===== src/rtl/core/actct_pkg.sv =====
`default_nettype none
package actct_pkg;

    localparam int DEF_MAX_STREAMS   = 8;
    localparam int DEF_MAX_LISTENERS = 16;

    localparam logic [1:0] FUNC_CONNECT    = 2'd0;
    localparam logic [1:0] FUNC_DISCONNECT = 2'd1;
    localparam logic [1:0] FUNC_TX_STATE   = 2'd2;
    localparam logic [1:0] FUNC_TX_CONN    = 2'd3;

    localparam logic [1:0] ST_SUCCESS         = 2'd0;
    localparam logic [1:0] ST_NO_STREAM_INDEX = 2'd1;
    localparam logic [1:0] ST_NO_SUCH_CONN    = 2'd2;

    localparam logic [1:0] REG_ENTITY_ID    = 2'd0;
    localparam logic [1:0] REG_TALKER_MAC   = 2'd1;
    localparam logic [1:0] REG_STREAM_COUNT = 2'd2;

    localparam logic [47:0] DEST_MAC_BASE = 48'h91e0f000fe00;

    typedef struct packed {
        logic [1:0]  func;
        logic [63:0] addressed_entity_id;
        logic [15:0] stream_index;
        logic [63:0] listener_id;
        logic [15:0] listener_port;
        logic [15:0] connection_index;
    } cmd_t;

    typedef struct packed {
        logic [1:0]  response_kind;
        logic [1:0]  status;
        logic [63:0] stream_tag;
        logic [47:0] dest_addr;
        logic [63:0] reply_listener_id;
        logic [15:0] reply_listener_port;
        logic [4:0]  connection_total;
        logic        notify;
    } rsp_t;

    // Pair carried between neighboring cells.
    typedef struct packed {
        logic        vld;
        logic [63:0] id;
        logic [15:0] port;
    } pair_t;

    // Per-cycle control broadcast to every cell.
    typedef struct packed {
        logic shift;
    } cell_ctl_t;

endpackage
`default_nettype wire


===== src/rtl/core/actct_cell.sv =====
`default_nettype none
module actct_cell
    import actct_pkg::*;
(
    input  wire logic      aclk,
    input  wire cell_ctl_t ctl,
    input  wire pair_t     prev_pair,
    output pair_t          cur_pair
);
    // One slot of the rotating listener ring. On a shift the cell takes its
    // left neighbor's pair; the head cell gets a mux-selected pair instead.
    pair_t pair_reg;
    pair_t pair_next;

    always_comb begin
        pair_next = pair_reg;
        if (ctl.shift) begin
            pair_next = prev_pair;
        end
    end

    always_ff @(posedge aclk) begin
        pair_reg <= pair_next;
    end

    assign cur_pair = pair_reg;
endmodule
`default_nettype wire


===== src/rtl/core/actct_chain.sv =====
`default_nettype none
module actct_chain
    import actct_pkg::*;
#(
    parameter int MAX_LISTENERS = DEF_MAX_LISTENERS
) (
    input  wire logic      aclk,
    input  wire cell_ctl_t ctl,
    input  wire pair_t     head_in,
    output pair_t          tail_out
);
    pair_t links [MAX_LISTENERS+1];

    assign links[0] = head_in;

    for (genvar g = 0; g < MAX_LISTENERS; g++) begin : g_cell
        actct_cell u_cell (
            .aclk      (aclk),
            .ctl       (ctl),
            .prev_pair (links[g]),
            .cur_pair  (links[g+1])
        );
    end

    assign tail_out = links[MAX_LISTENERS];
endmodule
`default_nettype wire


===== config.mk =====
export PLATFORM = sky130hd
export DESIGN_NAME = actct_chain
export DESIGN_NICKNAME = d
export VERILOG_FILES = /design/src/rtl/core/actct_pkg.sv /design/src/rtl/core/actct_cell.sv /design/src/rtl/core/actct_chain.sv
export SDC_FILE = /design/constraint.sdc
export NUM_CORES = 1
export LEC_CHECK = 0
export BUFFER_PORTS_ARGS = -buffer_cell sky130_fd_sc_hd__buf_4
export CORE_UTILIZATION = 60
export DETAILED_ROUTE_END_ITERATION = 8
export GPL_ROUTABILITY_DRIVEN = 0
export GPL_TIMING_DRIVEN = 0
export PLACE_DENSITY = 0.75
export SLEW_MARGIN = 20
export SYNTH_ARGS = -nofsm -noshare
export SYNTH_HDL_FRONTEND = slang
export SYNTH_SLANG_ARGS = --single-unit

===== constraint.sdc =====
create_clock -name aclk -period 0.9 [get_ports aclk]
set_clock_uncertainty 0.2 [all_clocks]
set_input_delay 0.045 -clock aclk [delete_from_list [all_inputs] [get_ports aclk]]
set_output_delay 0.045 -clock aclk [all_outputs]
set_load 0.02 [all_outputs]

==> parameters.txt, run 1 <==
Parameter                              Value

Yosys
  Fraction of the mapped netlist area in compound gates    0%
  Mux cell area share after synthesis    0%
  Ys Warns    0
  Synthesis-stage register bit count    1296
  Summed instance area of the synthesized netlist    38900 µm²
  Post-synthesis area per instance    30.0 µm²
  Xor-xnor portion of the synthesized cell area    0%
  Nets in the synthesized netlist    1379
  Synthesized-area fraction occupied by and/or/nand/nor cells    0%
  Post-synthesis cell type count    1
  Area share of fa/ha/maj cells after synthesis    0%
  Post-synthesis cell count    1296
  Part of the Yosys area used for sequential elements    100%

Critical path
  Kind of start point of the critical path    register
  CP required    0.65 ns
  WP buf/inv    1
  Slowest library cell on the worst path    edfxtp_1
  Cell breakdown of the critical path    buf_6
  CP delay by family, top    flip-flops
  Kind of capture point of the worst setup path    primary output
  Max incr delay on CP    0.42 ns
  Worst EP arrival    1.22 ns
  Critical path class    reg2out
  Maximum fanout encountered on the critical timing path    1

Timing
  Total count of max-transition violations in the final report    0
  Total negative slack for setup checks    -42.69 ns
  Tightest slew margin relative to the limit    50.4%
  Min setup slack post-route    -0.563 ns
  Period Utilization, post-route    163%
  Clock period minus final worst setup slack    1.46 ns
  Final hold violation count    215
  Final-layout worst hold slack    -0.409 ns
  Unrepaired setup endpoints after global routing    true
  Transition time at the pin with the least slew margin    0.743 ns
  Achievable frequency    684 MHz
  Final setup viols    119

Detailed routing
  Final routed DRC violation total    0
  Number of vias per cell after detailed routing    4.90
  Detailed-route wire length    52.0 mm
  First drt pass iteration count    5
  Overall via count from detail_route    12973
  Drt first-iter violations    836
  Antenna-violating nets left    0
  Average wire length per cell after detail routing    19.6 µm

Finish
  Multi-input gate count    0
  Non-filler cells in the finished layout    2649
  Final nets    1784
  Antenna diode count    0
  Combined area of the multi-input logic cells    0 µm²
  Area growth from synthesis to layout    20.8%
  Number of flip-flops in the largest register    1296
  Proportion of layout cells with a drive suffix above 1    20.0%
  Core utilization of the finished layout    73.2%

Die
  Die outline height    257 µm
  Die outline area    65900 µm²
  Width of the die    257 µm
  Count of standard-cell rows    93
  Number of top-level pins    164
  Initial core utilization    60.6%
  Core region area    64200 µm²

Clock network
  CTS tree    done
  Root cell of the clock tree    clkbuf_16
  Maximum number of buffers from clock root to sink    3
  Worst-skew pair later-pin latency    0.67 ns
  Number of buffers inserted during clock tree synthesis    114
  Clock sinks    1296
  Post-CTS clock slew at the launch and capture registers of the worst setup and hold paths    0.06 ns
  H-tree depth    3
  Number of hold buffers added after CTS    81

GRT
  Maximum number of pins on one net before global-route repair    176
  Via count of the first global-routing pass    13714
  Initial antenna violation count    0
  Global Route Usage Sum    16.0%
  Global-route wire length before repair    78.7 mm
  Grt total ovfl    0

Power and ir drop
  Leakage power    16.2 nW
  VDD IR-drop max    0.00182 V
  Power density relative to cell area    2590 nW/µm²

Outcome
  Run status    finished, violations left
  Violated checks    hold timing, setup timing

Place
  Port Buffer Count    163
  HPWL Detailed    18.0 mm
  Placed Cells incl. Taps    2322

Worst hold path
  Worst Hold Class    in2reg

Flow run
  Count of maximum capacitance violations    0
## per-layer routing
| layer | vias to the layer above | track usage, % | share of wire (%) |
|---|---|---|---|
| met5 | - | 0 | 0 |
| met1 | 6415 | 20.2 | 41 |
| met3 | 83 | 2.83 | 3.9 |
| met4 | 0 | 5.79 | 2.1 |
| li1 | 6163 | - | - |
| met2 | 312 | 28.0 | 53 |
## path summary, 6_finish.rpt
check / startpoint / end / slack [ns] / cells after the start
max: g_cell[15].u_cell.cur_pair[39] / tail_out[39] / -0.56 / 1
min: ctl / g_cell[14].u_cell.cur_pair[51] / -0.41 / 1
max reg2reg: g_cell[6].u_cell.cur_pair[26] / g_cell[7].u_cell.cur_pair[26] / -0.09 / 0
min reg2reg: g_cell[5].u_cell.cur_pair[57] / g_cell[6].u_cell.cur_pair[57] / 0.20 / 0
## cells in the mapped netlist
library cell	n	area [µm²]
edfxtp_1	1296	38900
## logic make-up after synthesis
family / Yosys count
DFF: 1296
## stage by stage
stage	total power [mW]	cell area, µm²	hold WS [ns]	setup WS, ns
after floorplan	72.5	38900	-0.0561	0.111
after global placement	74.6	41200	0.0240	-10.44
after detailed placement	74.6	41500	0.0244	-3.11
after CTS	122	47000	-0.446	-0.612
after global routing	126	47000	-0.439	-0.603
final	122	47000	-0.409	-0.563
## layout make-up
type                  count  area, µm²
clock buffer            154       3050
clock inverter           55        551
fill                   3377      17200
sequential             1296      38900
tap                     855       1070
timing repair buffer    289       3430
## layout by cell type, fill, tap and decap left out
| cell | count |
|---|---|
| buf_12 | 3 |
| buf_16 | 20 |
| buf_4 | 91 |
| buf_6 | 81 |
| bufbuf_16 | 12 |
| bufinv_16 | 10 |
| clkbuf_1 | 38 |
| clkbuf_16 | 117 |
| clkinv_1 | 21 |
| clkinv_2 | 16 |
| clkinv_4 | 1 |
| clkinv_8 | 3 |
| clkinvlp_4 | 1 |
| dlygate4sd3_1 | 81 |
| edfxtp_1 | 1296 |
| inv_6 | 3 |
## timing repair
item,CTS,global route
resized for setup,83,10
buffers inserted,14,0
cloned,23,1
endpoints found under the hold margin,215,216
setup endpoints to repair,1169,366
pin swaps,0,0
## power breakdown
part	internal, mW	switching (mW)	total, mW
logic	1.31	1.61	2.92
registers	70.5	1.13	71.6
clock network	26.6	20.7	47.3
total	98.4	23.5	122
No activity file was read; power rests on OpenSTA's default activity.
==> inputs of run 2 (changes only) <==
CORE_ASPECT_RATIO = 0.75   (was not set)
HOLD_SLACK_MARGIN = 0.02   (was not set)
==> parameters.txt, run 2 (synthesis gave the netlist of run 1 again) <==
Parameter                              Value

Die
  Initial core utilization    60.9%
  Die outline area    65900 µm²
  Die outline height    223 µm
  Count of standard-cell rows    80
  Number of top-level pins    164
  Width of the die    296 µm
  Core region area    63900 µm²

Timing
  Final setup viols    180
  Total negative slack for setup checks    -45.10 ns
  Min setup slack post-route    -0.600 ns
  Achievable frequency    667 MHz
  Unrepaired setup endpoints after global routing    true
  Period Utilization, post-route    167%
  Final hold violation count    485
  Tightest slew margin relative to the limit    63.7%
  Clock period minus final worst setup slack    1.50 ns
  Transition time at the pin with the least slew margin    0.545 ns
  Total count of max-transition violations in the final report    0
  Final-layout worst hold slack    -0.409 ns

Finish
  Non-filler cells in the finished layout    2631
  Filler Cells Inserted    3441
  Combined area of the multi-input logic cells    0 µm²
  Final nets    1762
  Commonest non-fill, non-tap cell in the layout    edfxtp_1
  Proportion of layout cells with a drive suffix above 1    19.9%
  Multi-input gate count    0
  Leading cell types in the layout, fill and taps excluded    1296 x edfxtp_1, 116 x clkbuf_16, 82 x buf_4
  Number of flip-flops in the largest register    1296
  Area growth from synthesis to layout    20.1%

Critical path
  Maximum fanout encountered on the critical timing path    1
  Kind of capture point of the worst setup path    primary output
  Max incr delay on CP    0.43 ns
  CP delay by family, top    flip-flops
  Kind of start point of the critical path    register
  Critical path class    reg2out
  Slowest library cell on the worst path    edfxtp_1
  Cell breakdown of the critical path    buf_6
  Worst EP arrival    1.25 ns
  WP buf/inv    1
  CP required    0.65 ns

Clock network
  Number of buffers inserted during clock tree synthesis    109
  Clock sinks    1296
  CTS tree    done
  Root cell of the clock tree    clkbuf_16
  Maximum number of buffers from clock root to sink    3
  H-tree depth    3
  Worst-skew pair later-pin latency    0.67 ns
  Post-CTS clock slew at the launch and capture registers of the worst setup and hold paths    0.08 ns
  Number of hold buffers added after CTS    81

Outcome
  Violated checks    hold timing, setup timing
  Run status    finished, violations left

Place
  Worst slack after detailed placement    -1.81 ns
  Port Buffer Count    163
  HPWL Detailed    20.7 mm
  Placed Cells incl. Taps    2329

Detailed routing
  Number of vias per cell after detailed routing    4.92
  WL met1    23.4 mm
  Antenna-violating nets left    0
  Drt first-iter violations    1026
  Detailed-route wire length    56.5 mm
  Overall via count from detail_route    12948
  Met2 Routed Length    28.9 mm
  Max layer used    met5
  First drt pass iteration count    5
  Final routed DRC violation total    0
  Average wire length per cell after detail routing    21.5 µm
  Routed wire length on met3    2.92 mm

Power and ir drop
  Cell internal power dissipation    98.5 mW
  Power consumption    123 mW
  Sequential cell fraction of total power    58.5%
  VDD IR-drop max    0.00155 V
  Net Sw Power    24.1 mW
  Leakage power    16.1 nW
  Sw Ratio    19.7%
  Combinational group share of total power    2.3%
  Power density relative to cell area    2620 nW/µm²
  Proportion of power drawn by the clock network    39.2%

GRT
  Global-route wire length before repair    78.7 mm
  Global Route Usage Sum    16.5%
  Initial antenna violation count    4
  Via count of the first global-routing pass    13202
  Maximum number of pins on one net before global-route repair    111
  Grt total ovfl    0

Flow run
  Count of maximum capacitance violations    0

Worst hold path
  Worst Hold Class    in2reg
==> run 2: cell count changes in the layout (fill, tap and decap cells not counted), moves of 2 or more <==
cell | previous run | this run
clkbuf_1 | 38 | 22
buf_4 | 91 | 82
clkinv_2 | 16 | 21
bufbuf_16 | 12 | 8
bufinv_16 | 10 | 14
clkinv_4 | 1 | 5
buf_12 | 3 | 0
buf_16 | 20 | 17
clkinv_1 | 21 | 18
clkinvlp_4 | 1 | 4
clkinv_8 | 3 | 1
diode_2 | 0 | 2
==> run 2: power by group through the flow <==
stage | combinational, mW | clock [mW] | sequential, mW
final | 2.79 | 48.1 | 71.7
after global routing | 2.96 | 51.1 | 72.0
after CTS | 2.74 | 48.2 | 71.6
after detailed placement | 2.00 | 0 | 72.7
after global placement | 1.63 | 0 | 73.0
after floorplan | 0 | 0 | 72.5
==> run 2: cell type report <==
class / instances / area [µm²] / area share, %
diodes: 2 / 5.00 / 0.0107
clock buffers: 134 / 2890 / 6.17
clock inverters: 66 / 709 / 1.52
flip-flops and latches: 1296 / 38900 / 83.2
well taps: 861 / 1080 / 2.30
repair buffers: 272 / 3160 / 6.75
==> run 2: final timing paths <==
kind / start / end / slack, ns / depth (start not counted)
worst max-delay path: g_cell[15].u_cell.cur_pair[76] / tail_out[76] / -0.60 / 1
worst min register to register: g_cell[4].u_cell.cur_pair[71] / g_cell[5].u_cell.cur_pair[71] / 0.20 / 0
worst max register to register: g_cell[3].u_cell.cur_pair[74] / g_cell[4].u_cell.cur_pair[74] / -0.13 / 0
worst min-delay path: ctl / g_cell[10].u_cell.cur_pair[21] / -0.41 / 1
==> run 2: through the flow <==
stage,utilization [%],instance area [µm²]
final,73.2,46700
after global routing,73.2,46700
after CTS,73.0,46600
after detailed placement,65.0,41500
after global placement,64.5,41200
after floorplan,-,38900
==> run 2: routing by layer <==
metal | GRT usage [%] | up-vias
met4 | 6.04 | 2
met5 | 0 | -
met2 | 27.3 | 363
li1 | - | 6104
met3 | 3.51 | 103
met1 | 22.0 | 6376
==> run 2: repair_timing <==
action / in CTS / in global routing
hold endpoints to repair: 710 / 710
setup buffers: 0 / 0
setup endpoints to repair: 1085 / 485
gates resized for setup: 82 / 5
gates cloned: 15 / 4
